<file path="src/hdl/assert_macros.svh">
// ----------------------------------------------------------------------------
// assertion macros used by the edge detector's result sequencer, sobel_emit
// ----------------------------------------------------------------------------
`ifndef ASSERT_MACROS_SVH
`define ASSERT_MACROS_SVH

// same-cycle implication, checked on every rising edge out of reset
`define ASSERT_IMPLY(lbl, clk, rst_n, ante, cons, msg) \
    lbl: assert property (@(posedge clk) disable iff (!rst_n) (ante) |-> (cons)) \
        else $error(msg);

// next-cycle implication, checked on every rising edge out of reset
`define ASSERT_NEXT(lbl, clk, rst_n, ante, cons, msg) \
    lbl: assert property (@(posedge clk) disable iff (!rst_n) (ante) |=> (cons)) \
        else $error(msg);

`endif

</file>
<file path="src/hdl/sobel_pkg.sv">
// ----------------------------------------------------------------------------
// sobel_pkg
// Shared widths, register indexes, result kinds and the word passed from the
// gradient stage to the result sequencer.
// ----------------------------------------------------------------------------
package sobel_pkg;

    // frame geometry limits
    localparam int MAX_COLS  = 1024;
    localparam int MAX_ROWS  = 1024;
    localparam int COL_W     = 10;
    localparam int ROW_W     = 10;
    localparam int PIX_W     = 8;
    localparam int CFG_W     = 11;
    localparam int THR_W     = 9;
    localparam int CNT_W     = 21;
    localparam int CFG_IDX_W = 2;

    // configuration register indexes
    localparam logic [CFG_IDX_W-1:0] CFG_IMAGE_WIDTH    = 2'd0;
    localparam logic [CFG_IDX_W-1:0] CFG_IMAGE_HEIGHT   = 2'd1;
    localparam logic [CFG_IDX_W-1:0] CFG_EDGE_THRESHOLD = 2'd2;

    // register values after reset
    localparam logic [CFG_W-1:0] RST_IMAGE_WIDTH    = 11'd640;
    localparam logic [CFG_W-1:0] RST_IMAGE_HEIGHT   = 11'd480;
    localparam logic [THR_W-1:0] RST_EDGE_THRESHOLD = 9'd120;

    localparam logic [CFG_W-1:0] SIZE_MIN = 11'd3;
    localparam logic [CFG_W-1:0] COLS_MAX = CFG_W'(MAX_COLS);
    localparam logic [CFG_W-1:0] ROWS_MAX = CFG_W'(MAX_ROWS);

    // result kinds an input pixel can cause, in emission order
    localparam int KIND_MAIN     = 0;  // pixel one behind, or row 0 pixel
    localparam int KIND_ROW_END  = 1;  // right border pixel of the row above
    localparam int KIND_LAST_ROW = 2;  // bottom border pixel
    localparam int NUM_KINDS     = 3;

    typedef logic [NUM_KINDS-1:0] t_kind_mask;

    // one input pixel's worth of pending results
    typedef struct packed {
        logic [PIX_W-1:0] mag;       // clamped magnitude for the main result
        logic [COL_W-1:0] col_main;  // column of the main result
        logic [ROW_W-1:0] row_up;    // row of main and row-end results
        logic [COL_W-1:0] col;       // column of the input pixel
        logic [ROW_W-1:0] row;       // row of the input pixel
        t_kind_mask       mask;      // which results this pixel causes
        logic             new_frame; // counters restarted on this pixel
        logic             frame_end; // last pixel of the frame
    } t_item;

    // frame size clamped into the supported range
    function automatic logic [CFG_W-1:0] clamp_size(input logic [CFG_W-1:0] v,
                                                    input logic [CFG_W-1:0] lim);
        logic [CFG_W-1:0] res;
        res = v;
        if (v < SIZE_MIN) begin
            res = SIZE_MIN;
        end else if (v > lim) begin
            res = lim;
        end
        return res;
    endfunction

endpackage

</file>
<file path="src/hdl/sobel_window.sv">
// ----------------------------------------------------------------------------
// sobel_window
// Six window registers for the two left columns of the 3x3 neighborhood and
// the |Gx|+|Gy| magnitude, clamped to 8 bits.
// ----------------------------------------------------------------------------
module sobel_window
    import sobel_pkg::*;
(
    input  logic             i_clk,
    input  logic             i_rst_n,
    input  logic             i_shift,
    input  logic [PIX_W-1:0] i_top,
    input  logic [PIX_W-1:0] i_mid,
    input  logic [PIX_W-1:0] i_px,
    output logic [PIX_W-1:0] o_mag
);

    // 0..2: left column top..bottom, 3..5: centre column top..bottom
    logic [PIX_W-1:0] r_win [6];

    logic [PIX_W+1:0] gx_pos;
    logic [PIX_W+1:0] gx_neg;
    logic [PIX_W+1:0] gy_pos;
    logic [PIX_W+1:0] gy_neg;
    logic [PIX_W+1:0] abs_x;
    logic [PIX_W+1:0] abs_y;
    logic [PIX_W+2:0] mag_sum;

    // shift the window left by one column
    always_ff @(posedge i_clk) begin
        if (!i_rst_n) begin
            for (int i = 0; i < 6; i++) begin
                r_win[i] <= '0;
            end
        end else if (i_shift) begin
            r_win[0] <= r_win[3];
            r_win[1] <= r_win[4];
            r_win[2] <= r_win[5];
            r_win[3] <= i_top;
            r_win[4] <= i_mid;
            r_win[5] <= i_px;
        end
    end

    // kernel sums, right minus left and bottom minus top
    always_comb begin
        gx_pos = {2'b00, i_top} + {1'b0, i_mid, 1'b0} + {2'b00, i_px};
        gx_neg = {2'b00, r_win[0]} + {1'b0, r_win[1], 1'b0} + {2'b00, r_win[2]};
        gy_pos = {2'b00, r_win[2]} + {1'b0, r_win[5], 1'b0} + {2'b00, i_px};
        gy_neg = {2'b00, r_win[0]} + {1'b0, r_win[3], 1'b0} + {2'b00, i_top};
        abs_x  = (gx_pos >= gx_neg) ? (gx_pos - gx_neg) : (gx_neg - gx_pos);
        abs_y  = (gy_pos >= gy_neg) ? (gy_pos - gy_neg) : (gy_neg - gy_pos);
        mag_sum = {1'b0, abs_x} + {1'b0, abs_y};
    end

    // saturate to 255
    assign o_mag = (|mag_sum[PIX_W+2:PIX_W]) ? {PIX_W{1'b1}} : mag_sum[PIX_W-1:0];

endmodule

</file>
<file path="config.mk">
export PLATFORM = sky130hd
export DESIGN_NAME = sobel_window
export DESIGN_NICKNAME = d
export VERILOG_FILES = /design/src/hdl/assert_macros.svh /design/src/hdl/sobel_pkg.sv /design/src/hdl/sobel_window.sv
export SDC_FILE = /design/constraint.sdc
export NUM_CORES = 1
export LEC_CHECK = 0
export ABC_AREA = 0
export BUFFER_PORTS_ARGS = -buffer_cell sky130_fd_sc_hd__buf_2
export CORE_ASPECT_RATIO = 1.25
export CORE_MARGIN = 5
export CORE_UTILIZATION = 39
export CTS_CLUSTER_SIZE = 10
export DETAILED_ROUTE_END_ITERATION = 16
export HOLD_SLACK_MARGIN = 0.12
export PLACE_DENSITY = 0.61
export SLEW_MARGIN = 5
export SYNTH_ARGS = -nofsm -noshare
export SYNTH_HDL_FRONTEND = slang
export SYNTH_SLANG_ARGS = --single-unit
export TNS_END_PERCENT = 20
</file>
<file path="constraint.sdc">
create_clock -name i_clk -period 6.6 [get_ports i_clk]
set_input_delay 0.33 -clock i_clk [delete_from_list [all_inputs] [get_ports i_clk]]
set_output_delay 0.33 -clock i_clk [all_outputs]
set_load 0.01 [all_outputs]
</file>
; ---- Word level (Yosys, flattened, before mapping)
; Memories as Yosys holds them, arrays and structs flattened.
; Index checks and enable logic that the tools add are counted.
[op_classes]
muxes = 13
n_reduce_logical = 1
n_lt_le_gt_ge = 2
add_sub_neg = 13
bitwise = 6
[ops]
columns = cell, count
row1 = $mux 8, 7
row2 = $add 10x8->10, 4
row3 = $add 8x9->10, 4
row4 = $sub 10x10->10, 4
row5 = $ge 10x10->1, 2
row6 = $mux 10, 2
row7 = $add 10x10->11, 1
row8 = $or 1x1->1, 6
row9 = $mux 1, 4
row10 = $reduce_or 3->1, 1
[totals]
reg_bits = 0
ram_bits = 48
word_cells = 36
n_memories = 1
output_inout_bits = 8
[mem_list]
columns = name, depth, width, read_ports, rd_ports_with_merged_regs, write_ports, line_no
row1 = r_win, 6, 8, 6, 0, 6, sobel_window.sv:19  ; logic [PIX_W-1:0] r_win [6];

; ---- Longest topological paths before layout
[depth]
word_depth = 7
mapped_depth = 27
mapped_depth_nobuf = 26

; ---- Worst setup path after synthesis
; Ideal clock, no wire load.
[synth_path]
path_kind = input -> output
startpoint = input i_px[1]
endpoint = output o_mag[2]
setup_slack_ns = 0.856
arrival_ns = 5.414
stages = 24
path_buffers = 1
path_cell_list = inv_1 -> fa_1 -> inv_1 -> ha_1 -> fa_1 -> a21o_1 -> a21oi_1 -> o21ai_1 -> a21oi_1 -> xor2_1 -> ha_1 -> clkbuf_1 -> a21o_1 -> a21oi_1 -> o211ai_2 -> a21o_4 -> mux2_4 -> ha_1 -> a21o_1 -> a21oi_1 -> nor2b_1 -> or3_1 -> a21oi_1 -> o21ai_1
[synth_between]
elab_chain_cells = 6
elab_cells_between_ends = 13
classes_between = 7 x add/sub / 2 x order compare / 3 x mux / 1 x reduce/logical
[synth_rtl]
columns = item, line_no
row1 = "start, declared", sobel_window.sv:14  ; input logic [PIX_W-1:0] i_px,
row2 = "$add 10x8->10, on equally long branches", "sobel_window.sv:47, sobel_window.sv:49"
row3 = "$sub 10x10->10, or another cell as far along", sobel_window.sv:51  ; abs_x = (gx_pos >= gx_neg) ? (gx_pos - gx_neg) : (gx_neg - gx_pos);
row4 = "$mux 10, on equally long branches", "sobel_window.sv:51, sobel_window.sv:52"
row5 = $add 10x10->11 *, sobel_window.sv:53  ; mag_sum = {1'b0, abs_x} + {1'b0, abs_y};
row6 = $reduce_or 3->1, sobel_window.sv:57  ; assign o_mag = (|mag_sum[PIX_W+2:PIX_W]) ? {PIX_W{1'b1}} : mag_sum[PIX_W-1:0];
row7 = $mux 8 *, sobel_window.sv:57
row8 = "end, declared", sobel_window.sv:15  ; output logic [PIX_W-1:0] o_mag
; Every way passes the cells marked *; elsewhere a longest branch is shown, timed or not.

==> results.md <==
* Ant. Diodes at 0
* Synth Flop Type: edfxtp_1
* Synth Net Count at 740
* Post-synth EDFFs at 48
* DRT Pass-1 Iters at 4
* Clock root cell: clkbuf_16
* # Max-Cap Violations at 0
* Routed wire length at 12,500 um
* Slew margin rel. at 23.1%
* Most frequent cells in the layout: inv_1, ha_1, and3_1
* Syn Std Cell Area at 5770 um^2
* Async set-reset flop share out of synthesis at 0%
* Yosys synthesis warning count at 0
* Core box area at 14,500 um^2
* Vias in the first global route at 4,257
* Worst Skew at 0.00313 ns
* Sink Count at 48
* Setup TNS at 0 ns
* Starting Density at 39.9%
* Dpl cells at 785
* Placed inst area at 6080 um^2
* Starting DRT DRC Count at 130
* Gr usage total at 14.4%
* Die height at 146 um
* Post-layout instance area at 6280 um^2
* Io pins at 35
* DRC violations left at 0
* Nets at 762
* CP required at 6.27 ns
* Initial antenna violation count at 0
* CTS buffer count at 5
* Most common cell after layout, fill and taps aside: inv_1
* Regs by FF count: r_win (48)
* Critical path class: reg -> out
* Synth Area per Inst at 9.74 um^2
* Crit-path max FO at 8
* Congestion Overflow GR at 0
* Buffers added on ports at 34
* Reg with most FFs: r_win
* Final period utilization at 94.1%
* Gpl congestion at 0.873
* Final setup violation count at 0
* Final Hold Fails at 0
* P&R area growth vs syn at 8.87%
* Synth Instances at 592
* First-pass GRT wire length at 20,600 um
* # rows at 49
* Cts hold-fix bufs at 0
* Distinct cell type count after synthesis at 45
* Outcome: complete, no violations
* Tmin final at 6.21 ns
* Hold Crit Class: in -> reg
* RSZ-0062 raised after global routing: no
* #FFs+latches synth at 48
* Largest net degree at the start of global routing at 50
* Critical path launch point type: flop
* Post-DP HPWL at 10,500 um
* Layout cell share with drive strength beyond 1 at 9.59%
* Via count at 4,101
* Clk slew on worst S/H paths at 0.06 ns
* Max-slew violations at 0
* Die W at 119 um
* Worst-Skew Late Latency at 0.29 ns
* Crit. End Element: output port
* Die Area at 17,300 um^2
* Fmax at 0.161 GHz
* Max reg flops at 48
* Slew @ Worst Pin at 1.15 ns
* Non-filler instance count after layout at 793
* Remaining antenna violation count at 0
* Seq/Total Area, Yosys at 25.0%
* Clock buffer depth at 2
* Wire per inst at 15.7 um
* DR vias/cell at 5.17
* Arrival time at the worst endpoint at 5.88 ns
* CTS tree: built
* H-tree Lvls at 2
## Yosys cell counts (12+ instances only)
library cell  count  area (um^2)
inv_1            98          368
xnor2_1          21          184
a21o_1           33          248
fa_1             37          741
a21oi_1          35          175
clkbuf_1         16         60.1
edfxtp_1         48         1440
mux2i_1          12          120
and3_1           53          332
ha_1             84         1050
nand2_1          18         67.6
xor2_1           28          245
## routing by layer
metal / global-route usage [%] / vias up / part of all wire [%]
met4: 3.94 / 0 / 1.6
li1: - / 2086 / -
met3: 1.48 / 13 / 2.4
met1: 18.0 / 1942 / 44
met2: 26.3 / 60 / 52
met5: 0 / - / 0
## cell type report
class / instances / area (um^2)
fill: 1398 / 8190
clock inverter: 2 / 11.3
multi-input combinational: 424 / 3920
inverter: 100 / 375
sequential: 48 / 1440
tap: 178 / 223
timing repair buffer: 35 / 178
clock buffer: 6 / 129
## critical path: stages, from the launching register on
cell and delay (ns):
edfxtp_1 0.37, inv_1 0.14, fa_1 0.45, inv_1 0.08, ha_1 0.19, inv_1 0.06, fa_1 0.39, nor2b_1 0.15
o21ai_1 0.07, nand2b_1 0.10, a21o_1 0.13, a21o_1 0.20, xor2_2 0.21, ha_4 0.26, a21o_1 0.18, a21oi_1 0.21
o211ai_2 0.19, a21o_4 0.28, mux2_4 0.31, ha_1 0.28, a21o_1 0.21, a21oi_2 0.19, nor2b_1 0.06, or3_1 0.38
a21oi_4 0.22, o21ai_1 0.10, buf_2 0.15
## cell families after synthesis
logic type / share of synthesized area, %
flip-flops: 25.0
XOR/XNOR: 7.44
AND/OR/NAND/NOR: 10.8
buffers and inverters: 8.05
adder cells (fa/ha/maj): 31.1
multiplexers: 2.54
AO/OA/AOI/OAI: 15.1
## path summary, 6_finish.rpt
path	startpoint	end	slack, ns	depth (start not counted)
hold reg to reg	r_win[4][1]	r_win[1][1]	0.56	1
setup / recovery	r_win[0][1]	o_mag[2]	0.39	26
hold / removal	i_top[4]	r_win[3][4]	0.35	2
setup reg to reg	r_win[5][5]	r_win[2][5]	5.73	1
## metrics by stage
stage | setup WS, ns | utilization [%] | hold WS (ns)
2_1_floorplan | 0.856 | - | 0.535
3_3_place_gp | 0.382 | 42.0 | 0.539
3_5_place_dp | 0.235 | 42.0 | 0.544
4_1_cts | 0.0615 | 43.0 | 0.349
5_1_grt | 0.00120 | 43.4 | 0.356
6_report | 0.390 | 43.4 | 0.354
## what timing repair did
item / 4_1_cts / 5_1_grt
gates resized for setup: 0 / 10
buffers inserted: 0 / 0
setup endpoints to repair: 0 / 8
Power is left out: the tool's default activity adds up to more than one toggle a clock period on the data nets, which glitch-free logic cannot reach.
