[src/hdl/assert_macros.svh]
// ----------------------------------------------------------------------------
// assertion macros used by the edge detector's result sequencer, sobel_emit
// ----------------------------------------------------------------------------
`ifndef ASSERT_MACROS_SVH
`define ASSERT_MACROS_SVH

// same-cycle implication, checked on every rising edge out of reset
`define ASSERT_IMPLY(lbl, clk, rst_n, ante, cons, msg) \
    lbl: assert property (@(posedge clk) disable iff (!rst_n) (ante) |-> (cons)) \
        else $error(msg);

// next-cycle implication, checked on every rising edge out of reset
`define ASSERT_NEXT(lbl, clk, rst_n, ante, cons, msg) \
    lbl: assert property (@(posedge clk) disable iff (!rst_n) (ante) |=> (cons)) \
        else $error(msg);

`endif

[src/hdl/sobel_pkg.sv]
// ----------------------------------------------------------------------------
// sobel_pkg
// Shared widths, register indexes, result kinds and the word passed from the
// gradient stage to the result sequencer.
// ----------------------------------------------------------------------------
package sobel_pkg;

    // frame geometry limits
    localparam int MAX_COLS  = 1024;
    localparam int MAX_ROWS  = 1024;
    localparam int COL_W     = 10;
    localparam int ROW_W     = 10;
    localparam int PIX_W     = 8;
    localparam int CFG_W     = 11;
    localparam int THR_W     = 9;
    localparam int CNT_W     = 21;
    localparam int CFG_IDX_W = 2;

    // configuration register indexes
    localparam logic [CFG_IDX_W-1:0] CFG_IMAGE_WIDTH    = 2'd0;
    localparam logic [CFG_IDX_W-1:0] CFG_IMAGE_HEIGHT   = 2'd1;
    localparam logic [CFG_IDX_W-1:0] CFG_EDGE_THRESHOLD = 2'd2;

    // register values after reset
    localparam logic [CFG_W-1:0] RST_IMAGE_WIDTH    = 11'd640;
    localparam logic [CFG_W-1:0] RST_IMAGE_HEIGHT   = 11'd480;
    localparam logic [THR_W-1:0] RST_EDGE_THRESHOLD = 9'd120;

    localparam logic [CFG_W-1:0] SIZE_MIN = 11'd3;
    localparam logic [CFG_W-1:0] COLS_MAX = CFG_W'(MAX_COLS);
    localparam logic [CFG_W-1:0] ROWS_MAX = CFG_W'(MAX_ROWS);

    // result kinds an input pixel can cause, in emission order
    localparam int KIND_MAIN     = 0;  // pixel one behind, or row 0 pixel
    localparam int KIND_ROW_END  = 1;  // right border pixel of the row above
    localparam int KIND_LAST_ROW = 2;  // bottom border pixel
    localparam int NUM_KINDS     = 3;

    typedef logic [NUM_KINDS-1:0] t_kind_mask;

    // one input pixel's worth of pending results
    typedef struct packed {
        logic [PIX_W-1:0] mag;       // clamped magnitude for the main result
        logic [COL_W-1:0] col_main;  // column of the main result
        logic [ROW_W-1:0] row_up;    // row of main and row-end results
        logic [COL_W-1:0] col;       // column of the input pixel
        logic [ROW_W-1:0] row;       // row of the input pixel
        t_kind_mask       mask;      // which results this pixel causes
        logic             new_frame; // counters restarted on this pixel
        logic             frame_end; // last pixel of the frame
    } t_item;

    // frame size clamped into the supported range
    function automatic logic [CFG_W-1:0] clamp_size(input logic [CFG_W-1:0] v,
                                                    input logic [CFG_W-1:0] lim);
        logic [CFG_W-1:0] res;
        res = v;
        if (v < SIZE_MIN) begin
            res = SIZE_MIN;
        end else if (v > lim) begin
            res = lim;
        end
        return res;
    endfunction

endpackage

[src/hdl/sobel_emit.sv]
// ----------------------------------------------------------------------------
// sobel_emit
// Holds one pixel's pending results, sends them one word per cycle into the
// output register if free, thresholds them and keeps the frame's edge count.
// ----------------------------------------------------------------------------
`include "assert_macros.svh"

module sobel_emit
    import sobel_pkg::*;
(
    input  logic             i_clk,
    input  logic             i_rst_n,
    input  logic [THR_W-1:0] i_threshold,
    input  logic             i_valid,
    input  t_item            i_item,
    output logic             o_ready,
    output logic             o_valid,
    input  logic             i_ready,
    output logic [PIX_W-1:0] o_out_value,
    output logic [COL_W-1:0] o_out_col,
    output logic [ROW_W-1:0] o_out_row,
    output logic [CNT_W-1:0] o_edge_count,
    output logic             o_last_of_item,
    output logic             o_frame_done
);

    logic             r_b_valid;
    t_item            r_b;
    t_kind_mask       r_pend;
    logic             r_first;
    logic [CNT_W-1:0] r_edge;

    logic             r_o_valid;
    logic [PIX_W-1:0] r_o_value;
    logic [COL_W-1:0] r_o_col;
    logic [ROW_W-1:0] r_o_row;
    logic [CNT_W-1:0] r_o_count;
    logic             r_o_last;
    logic             r_o_fdone;

    logic             out_free;
    logic             load;
    logic             b_done;
    t_kind_mask       rem;
    logic [PIX_W-1:0] sel_mag;
    logic [COL_W-1:0] sel_col;
    logic [ROW_W-1:0] sel_row;
    logic             inc;
    logic [PIX_W-1:0] thr_val;
    logic [CNT_W-1:0] base;
    logic [CNT_W-1:0] n_count;
    logic             fdone;

    // pick the earliest pending result
    always_comb begin
        out_free = !r_o_valid || i_ready;
        load     = r_b_valid && (r_pend != '0) && out_free;
        rem      = r_pend & (r_pend - t_kind_mask'(1));
        b_done   = r_b_valid && ((r_pend == '0) || (load && (rem == '0)));
        if (r_pend[KIND_MAIN]) begin
            sel_mag = r_b.mag;
            sel_col = r_b.col_main;
            sel_row = r_b.row_up;
        end else if (r_pend[KIND_ROW_END]) begin
            sel_mag = '0;
            sel_col = r_b.col;
            sel_row = r_b.row_up;
        end else begin
            sel_mag = '0;
            sel_col = r_b.col;
            sel_row = r_b.row;
        end
    end

    // threshold and running edge count
    always_comb begin
        inc     = {1'b0, sel_mag} >= i_threshold;
        thr_val = inc ? sel_mag : '0;
        base    = (r_first && r_b.new_frame) ? '0 : r_edge;
        n_count = base + CNT_W'(inc);
        fdone   = (rem == '0) && r_b.frame_end;
    end

    assign o_ready = !r_b_valid || b_done;

    // pixel holding stage
    always_ff @(posedge i_clk) begin
        if (!i_rst_n) begin
            r_b_valid <= 1'b0;
            r_pend    <= '0;
            r_first   <= 1'b0;
        end else if (o_ready) begin
            r_b_valid <= i_valid;
            r_pend    <= i_valid ? i_item.mask : '0;
            r_first   <= 1'b1;
        end else if (load) begin
            r_pend  <= rem;
            r_first <= 1'b0;
        end
    end

    always_ff @(posedge i_clk) begin
        if (o_ready && i_valid) begin
            r_b <= i_item;
        end
    end

    // edge counter, cleared on a restart and after the frame's last word
    always_ff @(posedge i_clk) begin
        if (!i_rst_n) begin
            r_edge <= '0;
        end else if (load) begin
            r_edge <= fdone ? '0 : n_count;
        end else if (b_done && r_first && r_b.new_frame) begin
            r_edge <= '0;
        end
    end

    // output register
    always_ff @(posedge i_clk) begin
        if (!i_rst_n) begin
            r_o_valid <= 1'b0;
        end else if (out_free) begin
            r_o_valid <= load;
        end
    end

    always_ff @(posedge i_clk) begin
        if (load) begin
            r_o_value <= ~thr_val;
            r_o_col   <= sel_col;
            r_o_row   <= sel_row;
            r_o_count <= n_count;
            r_o_last  <= (rem == '0);
            r_o_fdone <= fdone;
        end
    end

    assign o_valid        = r_o_valid;
    assign o_out_value    = r_o_value;
    assign o_out_col      = r_o_col;
    assign o_out_row      = r_o_row;
    assign o_edge_count   = r_o_count;
    assign o_last_of_item = r_o_last;
    assign o_frame_done   = r_o_fdone;

    // checks
    `ASSERT_IMPLY(a_pend_needs_item, i_clk, i_rst_n, r_pend != '0, r_b_valid, "pending results without a held pixel")
    `ASSERT_IMPLY(a_fdone_is_last, i_clk, i_rst_n, r_o_valid && r_o_fdone, r_o_last, "frame end not on last word of pixel")
    `ASSERT_NEXT(a_count_cleared, i_clk, i_rst_n, load && fdone, r_edge == '0, "edge count not cleared at frame end")

endmodule

[config.mk]
export PLATFORM = sky130hd
export DESIGN_NAME = sobel_emit
export DESIGN_NICKNAME = d
export VERILOG_FILES = /design/src/hdl/sobel_pkg.sv /design/src/hdl/sobel_emit.sv
export VERILOG_INCLUDE_DIRS = /design/src /design/src/hdl
export SDC_FILE = /design/constraint.sdc
export NUM_CORES = 1
export LEC_CHECK = 0
export BUFFER_PORTS_ARGS = -buffer_cell sky130_fd_sc_hd__buf_2
export CAP_MARGIN = 20
export CORE_MARGIN = 2
export CORE_UTILIZATION = 35
export CTS_CLUSTER_SIZE = 25
export DETAILED_ROUTE_END_ITERATION = 6
export GPL_TIMING_DRIVEN = 1
export PLACE_DENSITY = 0.53
export SYNTH_ARGS = -nofsm -noshare
export SYNTH_HDL_FRONTEND = slang
export SYNTH_SLANG_ARGS = --single-unit
[constraint.sdc]
create_clock -name i_clk -period 4.9 [get_ports i_clk]
set_input_delay 0.245 -clock i_clk [delete_from_list [all_inputs] [get_ports i_clk]]
set_output_delay 0.245 -clock i_clk [all_outputs]
set_load 0.02 [all_outputs]
* Word-level counts from Yosys, hierarchy flattened
Index checks and enable logic that the tools add are counted.
Operators by class: order comparisons 1, add/sub/neg operators 2, bitwise logic cells 2, reduce and logical (&&, ||, !) cells 19, mux-type cells 14
Operators with widths (number):
- 21-bit two-way mux | 4
- 10-bit two-way mux | 3
- 21-bit by 1-bit adder with 21-bit output | 1
- 8-bit two-way mux | 2
- 8-bit by 9-bit greater-or-equal comparator with 1-bit output | 1
- 1-bit logical AND | 9
- 3-bit two-way mux | 3
- 8-bit inverter | 1
- 3-bit zero test | 2
- 2-bit nonzero test | 2
- 3-bit bitwise AND | 1
- 1-bit logical OR | 3
- 3-bit nonzero test | 1
- 3-bit by 1-bit subtractor with 3-bit output, second input constant | 1
- 1-bit zero test | 2
- 1-bit two-way mux | 2
Word-level totals: output and inout bits 53, input port bits 66, bits in registers 128

* Logic depth before layout (Yosys ltp)
depth in word-level cells 10, gate-level depth with buffers 15

* Worst setup path before layout
No wires, ideal clock.
path kind register to register, from register r_pend[0], to register r_o_count[20], in the netlist o_edge_count[20], data pin, setup time 0.260 ns, setup slack 1.761 ns, data required time 4.640 ns, data arrival time 2.879 ns, clock period less this slack 3.139 ns, cell stages (with the launch flop) 16, path buffers 1, cell sequence dfxtp_1 -> clkbuf_1 -> and2_1 -> ha_1 -> a21oi_1 -> nor2_1 -> a2111oi_0 -> o21ai_1 -> and2_1 -> ha_1 -> ha_1 -> and3_1 -> nand4_1 -> nor2_1 -> nand3_1 -> xor2_1
Between the ends: word-level cells in the longest chain between the ends 3
Ends and longest elaborated chain:
- start: declaration | RTL line sobel_emit.sv:29 | t_kind_mask r_pend;
- start signal: assignment | RTL line sobel_emit.sv:94 | r_pend <= i_valid ? i_item.mask : '0;
- start signal: assignment | RTL line sobel_emit.sv:97 | r_pend <= rem;
- 8-bit two-way mux | RTL line sobel_emit.sv:60 | if (r_pend[KIND_MAIN]) begin
- 8-bit by 9-bit greater-or-equal comparator with 1-bit output | RTL line sobel_emit.sv:77 | inc = {1'b0, sel_mag} >= i_threshold;
- 21-bit by 1-bit adder with 21-bit output | RTL line sobel_emit.sv:80 | n_count = base + CNT_W'(inc);
- named net n_count[20] | RTL line sobel_emit.sv:51 | logic [CNT_W-1:0] n_count;
- end signal: assignment | RTL line sobel_emit.sv:133 | r_o_count <= n_count;
- end: declaration | RTL line sobel_emit.sv:37 | logic [CNT_W-1:0] r_o_count;
The timed path passes the listed nets, and every way through them passes these cells. A chain may end at the register's enable or synchronous reset.

* Worst setup path after layout
from register r_pend[0], to register r_o_count[18], in the netlist o_edge_count[18], data pin
Same word-level chain as after synthesis.

==> metrics.txt <==
cell row count 45; post-DP HPWL ~7.8 mm; Final Hold Viols 0; layout cells sized above 1 a little under a third; total of max-cap violations 0; Flop pwr share approximately 47%; GRT Total Usage about 15%; core area between 15000 and 20000 um2; largest net degree at the start of global routing 35; GRT overflow 0; Setup Fix Bufs, Post-CTS 0; fin nets around 640; Hold Crit Start i_item[26]; Clock Path Buffers 2; initial antenna violation count 1; Final Skew 7.25 ps; CP cell instances buf_4, and2_1, ha_1, nand4_1, o21ai_1, and2_1, ha_1, ha_1, and3_1, nand4_1, nor4_1, xnor2_1; Ports about 120; Final Wtd Congestion 0.850; hold path depth 1; worst r2r dst o_edge_count[18]$_DFFE_PP_; Critical Path Source Type flip-flop; vias per inst 4.82; Post-synth EDFFs 101; Synth Flop Type edfxtp_1; max-slew violations 0; Arr. time, crit path 3630 ps; status finished clean; Unique masters post-synth 47; Worst path slowest cell nor4_1; Reg2Reg Depth 12; Critical Path RT a little over 5000 ps; mux contribution to synthesized area 4.22%; Initial DRC Count 180; Leak 0.00275 uW; FF-to-FF setup slack 1410 ps; sw frac 21.4%; P&R area growth vs syn 33.9%; cell mode on critical path ha_1; chip height 127 um; drt first pass iters 5; Syn Inst Count 397; power per cell area 362 nW/um2; top-area cell type share of the netlist area about 57%; Synth Area in Simple Gates 13.3%; Yosys reg bits between 100 and 150; Synth area leader edfxtp_1; xor-xnor portion of the synthesized cell area 3.12%; Hold-fix buffers, CTS 43; Residual DRC 0; Area after DPL a little over 6000 um2; Die X 127 um; headroom to the max-slew limit 35.2%; first-pass GRT wire length approximately 19 mm; RSZ-0062 raised after global routing false; Min-Delay Path Class input port to flip-flop; post-synthesis net count 474; Fmax 0.287 GHz; Clock Pin Slew Worst Setup and Hold Paths approximately 60 ps; Psw 554 uW; post-synthesis compound-gate area fraction 6.99%; CTS root buf clkbuf_16; CTS Buf Count 17; combinational power share 6.0%; slowest stage delay, CP 470 ps; Buffers on Ports 118; Setup CP Type flip-flop to flip-flop; Final period util a little under three quarters; vias 3705; Cell Area, Synth 5330 um2; worst vdd ir 0.000237 V; Initial Util 35.5%; CP Buf/Inv Count 1; cell area after layout 7140 um2; largest cells by area after synthesis edfxtp_1 57%, dfxtp_1 10%, mux2_2 4.2%; vias in the first global route 3783; Tmin final 3490 ps; largest family of logic cells by synthesized area simple AND/OR/NAND/NOR gates; number of H-tree levels 4; post-cts resize count 0; Seq/Total Area, Yosys 67.0%; Setup-failing EPs final 0; Setup TNS 0 ps; adder-cell share of the synthesized area between 2 and 3%; clock share of power 46.7%; Setup crit end kind flip-flop; die area approximately 16000 um2; Skew-Pair Late Insertion Delay 410 ps; Post-synth ARST share 0%; worst-margin pin slew 968 ps; clock sink total 128; Yosys warnings 0; CP top delay family simple AND/OR/NAND/NOR gates; Ant. Diodes 0; r2r startpoint r_pend[0]$_SDFFE_PN0P_; internal power 2030 uW; CP max FO 17; Hold Path Sink r_b[26]$_DFFE_PP_; WL/cell between 15 and 20 um; Total Wirelength 11.7 mm; ANT nets after route 0; syn avg cell area 13.4 um2; fillcell total 1284; TritonCTS clock tree built
state kept, by name, summed over array words and instances (netlist names):
name / flops
o_edge_count: 21
o_frame_done: 1
o_out_row: 10
r_b_valid: 1
r_b: 50
o_last_of_item: 1
o_out_col: 10
o_out_value: 8
r_first: 1
o_valid: 1
r_edge: 21
r_pend: 3
worst max path at each step:
stage | startpoint | end | slack, ps | depth (start not counted)
finish | r_pend[0]$_SDFFE_PN0P_ | o_edge_count[18]$_DFFE_PP_ | 1410 | 12
global route | r_pend[0]$_SDFFE_PN0P_ | o_edge_count[18]$_DFFE_PP_ | 1000 | 14
CTS | r_pend[0]$_SDFFE_PN0P_ | o_edge_count[18]$_DFFE_PP_ | 1390 | 12
detailed placement | r_pend[0]$_SDFFE_PN0P_ | o_edge_count[18]$_DFFE_PP_ | 1430 | 12
global placement | r_pend[0]$_SDFFE_PN0P_ | o_edge_count[15]$_DFFE_PP_ | 1480 | 12
floorplan | r_pend[0]$_SDFFE_PN0P_ | o_edge_count[20]$_DFFE_PP_ | 1760 | 15
area by class of cell:
cell class                      instances  area, um2  share of cell area, %
Timing Repair Buffer                  168       1080                   15.2
Inverter                               15       56.3                  0.788
Clock buffer                           18        429                   6.01
Sequential cell                       128       3570                   50.0
Multi-Input combinational cell        237       1620                   22.7
Clock inverter                         14        141                   1.98
Tap cell                              188        235                   3.29
cells in the final DEF (no fill, tap or decap), types with 3 or more instances in the layout:
master         count
buf_4              3
nand3_1           22
and3_1             3
dfxtp_1           27
a21oi_1            6
a22oi_1            6
nand4_1            9
inv_1             15
xnor2_1           10
nor3_1             3
clkinv_4           3
nand3b_1           5
a21boi_0           3
o211ai_1           4
nor4_1             4
nor2_1            16
a32oi_1            5
and2_1            16
clkinvlp_4         3
a31oi_1            3
ha_1              11
clkbuf_16         17
clkinv_2           4
a21bo_2            4
dlygate4sd3_1     47
nand2_1           38
mux2_2            20
xor2_1             9
buf_2            118
nor2b_1           11
edfxtp_1         101
kinds of logic (layout without fill, tap and decap cells):
family,Yosys count,in the layout
compound gates,49,49
xor+xnor,19,19
fa+ha+maj,12,12
buf+inv,32,215
flops,128,128
mux,20,20
simple gates,137,137
metal layers:
metal | routed length (um) | up-vias | GRT usage, % | share of wire, %
li1 | - | 1814 | - | -
met5 | 17 | - | 0 | 0.15
met2 | 5640 | 135 | 24.8 | 48
met3 | 980 | 18 | 6.87 | 8.4
met4 | 194 | 2 | 5.43 | 1.7
met1 | 4880 | 1736 | 16.9 | 42
synthesized netlist by cell type, types with 3 or more instances:
master and number:
nor3_1 3, clkbuf_1 11, nand2_1 38, nor4_1 4, mux2_2 20, nand4_1 9
nor2b_1 11, a32oi_1 5, dfxtp_1 27, nor2_1 16, xor2_1 9, a21boi_0 3
o211ai_1 4, and3_1 4, a21bo_2 4, nand3b_1 5, edfxtp_1 101, a22oi_1 6
buf_2 3, a31oi_1 3, nand3_1 22, and2_1 17, a21oi_1 6, inv_1 15
ha_1 11, xnor2_1 10
through the flow:
step	hold WS [ps]	util [%]	std cells	setup WS [ps]	power (uW)
CTS	1.00	47.2	764	1390	2610
finish	17.9	47.5	768	1410	2590
detailed placement	423	40.6	689	1430	1370
global placement	422	40.6	689	1480	1370
floorplan	344	-	397	1760	1320
global route	3.18	47.5	768	1000	2680
power groups by stage:
| stage | Sequential (uW) | Combinational (uW) | Clock, uW |
|---|---|---|---|
| after CTS | 1230 | 154 | 1230 |
| final | 1220 | 155 | 1210 |
| after detailed placement | 1250 | 127 | 0 |
| after floorplan | 1260 | 61.5 | 0 |
| after global placement | 1250 | 125 | 0 |
| after global routing | 1230 | 169 | 1290 |
No activity file was read; power rests on OpenSTA's default activity.
